## src/sv/tbps_pkg.sv

```systemverilog
`timescale 1ns / 1ps
// Shared types, codes and reset values of the token bucket packet shaper.
package tbps_pkg;

  localparam int unsigned QueueDepthDef = 64;

  localparam int unsigned IdW     = 32;
  localparam int unsigned NeedW   = 16;
  localparam int unsigned StatusW = 3;
  localparam int unsigned CfgIdxW = 2;
  localparam int unsigned CountOutW = 7;

  localparam logic [NeedW-1:0] BucketDepthRst = 16'd10;
  localparam logic [NeedW-1:0] FixedNeedRst   = 16'd3;

  // configuration register indexes
  localparam logic [CfgIdxW-1:0] CfgBucketDepth = 2'd0;
  localparam logic [CfgIdxW-1:0] CfgFixedNeed   = 2'd1;
  localparam logic [CfgIdxW-1:0] CfgNeedSource  = 2'd2;

  // event kinds
  localparam logic OpTokenTick = 1'b0;
  localparam logic OpArrival   = 1'b1;

  // result status codes
  localparam logic [StatusW-1:0] StTokenAdded   = 3'd0;
  localparam logic [StatusW-1:0] StTokenDropped = 3'd1;
  localparam logic [StatusW-1:0] StQueued       = 3'd2;
  localparam logic [StatusW-1:0] StTooBig       = 3'd3;
  localparam logic [StatusW-1:0] StQueueFull    = 3'd4;

  typedef struct packed {
    logic [IdW-1:0]   id;
    logic [NeedW-1:0] need;
  } tbps_entry_t;

  typedef struct packed {
    logic load;   // take the new packet
    logic shift;  // take the neighbor's packet
  } tbps_cell_ctrl_t;

endpackage

```

## src/sv/tbps_cell.sv

```systemverilog
`timescale 1ns / 1ps
// One waiting-queue cell: holds a packet, loads a new one or takes its neighbor's.
module tbps_cell
  import tbps_pkg::*;
(
  input  logic            clk_i,
  input  tbps_cell_ctrl_t ctrl_i,
  input  tbps_entry_t     new_i,
  input  tbps_entry_t     next_i,
  output tbps_entry_t     entry_o
);

  tbps_entry_t entry_q, entry_d;

  always_comb begin
    entry_d = entry_q;
    if (ctrl_i.load) begin
      entry_d = new_i;
    end else if (ctrl_i.shift) begin
      entry_d = next_i;
    end
  end

  always_ff @(posedge clk_i) begin
    entry_q <= entry_d;
  end

  assign entry_o = entry_q;

endmodule

```

## src/sv/tbps_chain.sv

```systemverilog
`timescale 1ns / 1ps
// Row of queue cells: head in cell 0, pop shifts every cell toward the head.
module tbps_chain
  import tbps_pkg::*;
#(
  parameter int unsigned QueueDepth = QueueDepthDef,
  parameter int unsigned CntW       = $clog2(QueueDepth + 1)
) (
  input  logic            clk_i,
  input  logic            push_i,
  input  logic [CntW-1:0] fill_i,   // packets stored now; push lands here
  input  logic            pop_i,
  input  tbps_entry_t     new_i,
  output tbps_entry_t     head_o
);

  tbps_entry_t cells [QueueDepth];

  for (genvar i = 0; i < QueueDepth; i++) begin : g_cell
    tbps_cell_ctrl_t ctrl;
    tbps_entry_t     next;

    assign ctrl.load  = push_i && (fill_i == CntW'(i));
    assign ctrl.shift = pop_i;

    if (i == QueueDepth - 1) begin : g_last
      assign next = cells[i];
    end else begin : g_mid
      assign next = cells[i+1];
    end

    tbps_cell u_cell (
      .clk_i   (clk_i),
      .ctrl_i  (ctrl),
      .new_i   (new_i),
      .next_i  (next),
      .entry_o (cells[i])
    );
  end

  assign head_o = cells[0];

endmodule

```

## config.mk

```make
export PLATFORM = sky130hd
export DESIGN_NAME = tbps_chain
export DESIGN_NICKNAME = d
export VERILOG_FILES = /design/src/sv/tbps_pkg.sv /design/src/sv/tbps_cell.sv /design/src/sv/tbps_chain.sv
export SDC_FILE = /design/constraint.sdc
export NUM_CORES = 2
export LEC_CHECK = 0
export ABC_CLOCK_PERIOD_IN_PS = 9400
export BUFFER_PORTS_ARGS = -buffer_cell sky130_fd_sc_hd__buf_2
export CAP_MARGIN = 15
export CORE_AREA = 4 4 521 523
export DETAILED_ROUTE_END_ITERATION = 6
export DIE_AREA = 0 0 525 527
export HOLD_SLACK_MARGIN = 0.06
export PLACE_DENSITY = 0.65
export REMOVE_ABC_BUFFERS = 1
export SLEW_MARGIN = 5
export SYNTH_ARGS = -nofsm -noshare
export SYNTH_HDL_FRONTEND = slang
export SYNTH_HIERARCHICAL = 1
export SYNTH_SLANG_ARGS = --single-unit
```

## constraint.sdc

```tcl
create_clock -name clk_i -period 9.4 [get_ports clk_i]
set_clock_uncertainty 0.15 [all_clocks]
set_input_delay 1.88 -clock clk_i [delete_from_list [all_inputs] [get_ports clk_i]]
set_output_delay 1.88 -clock clk_i [all_outputs]
set_load 0.02 [all_outputs]
```

Word level (Yosys, flattened, before mapping)
Cells that the tools add are included.
- input port bits: 58
- logic and storage cells: 445
- register bits: 3072
- eq/ne operators: 63
- multiplexer cells: 126
- reduce and logical (&&, ||, !) cells: 128
- operators by type and width (cell ; number):
    48-bit two-way mux ; 126
    7-bit by 6-bit equality test with 1-bit output (second input constant) ; 32
    2-bit nonzero test ; 63
    7-bit by 5-bit equality test with 1-bit output (second input constant) ; 16
    1-bit logical AND ; 64
    7-bit by 4-bit equality test with 1-bit output (second input constant) ; 8
    7-bit by 3-bit equality test with 1-bit output (second input constant) ; 4
    7-bit by 2-bit equality test with 1-bit output (second input constant) ; 2
    7-bit by 1-bit equality test with 1-bit output (second input constant) ; 1
    7-bit logical NOT ; 1

Depth between registers and ports, before layout
- word-level depth: 3
- gate-level depth with buffers: 8

Modules after synthesis
The synthesis kept the hierarchy.
- modules (own cells, without submodules) (module ; area each (um^2) ; instances ; cells each ; seq. area each (um^2)):
    tbps_cell ; 2067.0 ; 64 ; 102 ; 1441.4
    tbps_chain ; 579.3 ; 1 ; 103 ; 0.0

Worst setup path after synthesis
OpenSTA, ideal clock, no wires.
- kind: input to register
- start point: input port fill_i[4]
- end point: register g_cell[1].u_cell.entry_q (netlist bit g_cell[1].u_cell/entry_o[0]), enable pin
- path slack: 4194 ps
- library setup time: 408 ps
- cell stages on the path: 7
- buffers on the path: 4
- arrival: 4648 ps
- cells stage by stage: buf_2 > or4b_1 > buf_2 > nor4_1 > buf_6 > buf_6 > or2_1
- RTL lines (item ; line ; source):
    start: declaration ; tbps_chain.sv:11 ; input logic [CntW-1:0] fill_i,
    end signal: assignment ; tbps_cell.sv:25 ; entry_q <= entry_d;
    end: declaration ; tbps_cell.sv:13 ; tbps_entry_t entry_q, entry_d;

==> reports/metrics.yaml <==
min_path:
  hold_start: "g_cell[37].u_cell/entry_o[26]"
  min_path_type: "reg2reg"
  whs_path_depth: 1
  hold_end: "g_cell[36].u_cell/entry_o[26]"
sta:
  finalHoldViolCount: 0
  maxSlewViolCount: 0
  tns_ns: 0
  setup_viol: 0
  rsz0062_at_grt: "no"
  relSlewSlack_pct: 18.6
  tightest_slew_ns: 1.22
  finalCritPeriodShare_pct: 53.1
  max_freq_ghz: 0.200
  min_period_ns: 4.99
  whs_ns: 0.358
drt:
  drc: 0
  wl_per_cell_um: 27.8
  routed_via_density: 5.74
  drt-initial-drc-count: 6203
  firstDrtPassIters: 5
  vias: 61200
  totalWireLength_um: 296000
  final_antenna_net_count: 0
floorplan:
  die_y_um: 527
  io_pins: 106
  initial_core_util_pct: 49.8
  coreArea_um2: 267000
  fp.dieW_um: 525
  rows: 190
  dieArea_um2: 277000
logic_synthesis:
  synth_largest_area_cell: "edfxtp_1"
  synth_area_um2: 133000
  ys_seq_area_share_pct: 69.4
  synth_area_leaders: "edfxtp_1 (69%), mux2_2 (21%), mux2_4 (6.5%)"
  yosysTopAreaCellShare_pct: 69.4
  ys_ff_latch: 3072
  syn_avg_cell_area_um2: 20.0
  syn_inst: 6631
  synth_warnings: 6
  yosysUniqueCellTypes: 21
worst_setup_path:
  r2r_start: "g_cell[50].u_cell/entry_o[16]"
  critPathRequiredTime_ns: 9.69
  cpPeakStageDelay_ns: 1.04
  worstPathCellList: "buf_2 > nand4b_1 > nor2_4 > buf_4 > or2_2"
  regToRegSetupSlack_ns: 8.10
  r2r-end: "g_cell[49].u_cell/entry_o[16]"
  start_kind: "input port"
  crit_family: "simple AND/OR/NAND/NOR gates"
  crit_type: "in2reg"
  path_max_fanout: 49
  cp-end-kind: "flop"
  crit_buf_inv: 2
  cp.arrival_ns: 5.28
  cp_slowest_cell: "or2_2"
  reg2reg_depth: 1
  crit_cells: 5
clock_network:
  cts-resized-gates: 0
  clk_latency_ns: 0.87
  cts_buffer_depth: 4
  post_cts_buffers: 0
  cts-buffers-inserted: 318
  clkTransAtPathRegs_ns: 0.06
  ctsHoldBuffers: 0
  ctsRootBufferMaster: "clkbuf_16"
  clock-sinks: 3072
  htree_num_levels: 5
  cts_tree: "yes"
global_route:
  grt_pass1_vias: 61900
  grt_max_degree: 65
  grtUsageTotal_pct: 21.0
  globalRouteOverflowTotal: 0
  grt_pass1_wl_um: 434000
  antenna_found_initial: 25
placement:
  placed_area_um2: 136000
  hpwl_um: 177000
  gp_congestion: 0.855
  io_buffer_count: 105
power_and_ir_drop:
  p_leak_nw: 49.3
  peakVddDrop_uv: 149
  pwr_density_cell_nw_per_um2: 204
finish:
  largest_reg_flops: 3072
  fillers: 20000
  multi_input_area_um2: 38100
  fin_util_pct: 55.0
  fin_area_um2: 147000
  regArea_um2: 92200
  nets: 6926
  syn2layout_area_growth_pct: 10.5
  drive_gt1_share_pct: 54.7
job:
  cap_viol_max_count: 0
status:
  outcome: "complete, no violations"
==> worst max-delay path by stage <==
stage	from	end	slack (ns)
6_report	fill_i[3]	g_cell[43].u_cell/entry_o[33]	4.41
5_1_grt	fill_i[3]	g_cell[43].u_cell/entry_o[33]	4.47
4_1_cts	fill_i[2]	g_cell[61].u_cell/entry_o[34]	4.54
3_5_place_dp	fill_i[2]	g_cell[61].u_cell/entry_o[25]	3.63
3_3_place_gp	fill_i[2]	g_cell[60].u_cell/entry_o[11]	3.61
2_1_floorplan	fill_i[5]	g_cell[1].u_cell/entry_o[0]	-0.36
==> cell usage after synthesis <==
library cell / count
nand4bb_1: 9
nand4_1: 1
or4b_2: 4
buf_4: 192
nor2_1: 57
mux2_2: 2496
buf_2: 2
nor3_1: 2
edfxtp_1: 3072
or4_1: 1
mux2_4: 576
or4b_1: 1
nand2b_1: 3
nand4b_1: 6
or2_1: 64
nor4_1: 4
or4bb_1: 1
nand2_1: 1
nor3_4: 1
clkbuf_1: 8
buf_6: 130
==> cells by family (layout without fill, tap and decap cells) <==
family	after synthesis	after routing	synth area share, %
mux	3072	3072	27.7
flops	3072	3072	69.4
buf+inv	332	809	2.22
simple gates	155	155	0.690
other cells	0	9	0
==> cell type report <==
| type | instances | share of cell area (%) |
|---|---|---|
| well taps | 3552 | 3.03 |
| multi-input cells | 3227 | 26.0 |
| flip-flops and latches | 3072 | 62.8 |
| clock inverters | 161 | 0.991 |
| diodes | 9 | 0.0153 |
| repair buffers | 249 | 1.41 |
| clock buffers | 399 | 5.76 |
==> where the power goes <==
group	switching (mW)	total, mW	internal (mW)	leakage, nW
sequential	0.266	16.3	16.0	30.1
combinational	0.976	1.67	0.690	14.4
clock	5.10	12.1	6.96	4.84
total	6.34	30.0	23.7	49.3
==> stage by stage <==
step | total power, mW | worst slack [ns] | instances
finish | 30.0 | 4.41 | 10700
global route | 31.0 | 4.47 | 10700
CTS | 30.3 | 4.54 | 10600
detailed placement | 18.2 | 3.63 | 10100
global placement | 18.2 | 3.61 | 10100
floorplan | 17.4 | -0.359 | 6299
==> metal layers <==
layer / routed length (um) / vias up / GRT usage, %
met4: 10100 / 0 / 6.85
met2: 132000 / 2452 / 31.7
met3: 22800 / 508 / 4.25
met5: 0 / - / 0
met1: 131000 / 31500 / 30.5
li1: - / 26700 / -
==> cells in the final DEF, fill, tap and decap left out, drive strengths merged <==
| cell type | instances |
|---|---|
| mux2 | 3072 |
| or2 | 64 |
| clkbuf | 399 |
| nor2 | 57 |
| or4 | 1 |
| nand4bb | 9 |
| or4b | 5 |
| or4bb | 1 |
| diode | 9 |
| nand4b | 6 |
| clkinv | 123 |
| nor4 | 4 |
| nand2b | 3 |
| edfxtp | 3072 |
| nand2 | 1 |
| nand4 | 1 |
| buf | 249 |
| bufinv | 21 |
| nor3 | 3 |
| clkinvlp | 9 |
| inv | 8 |
(Power assumes the default switching activity.)
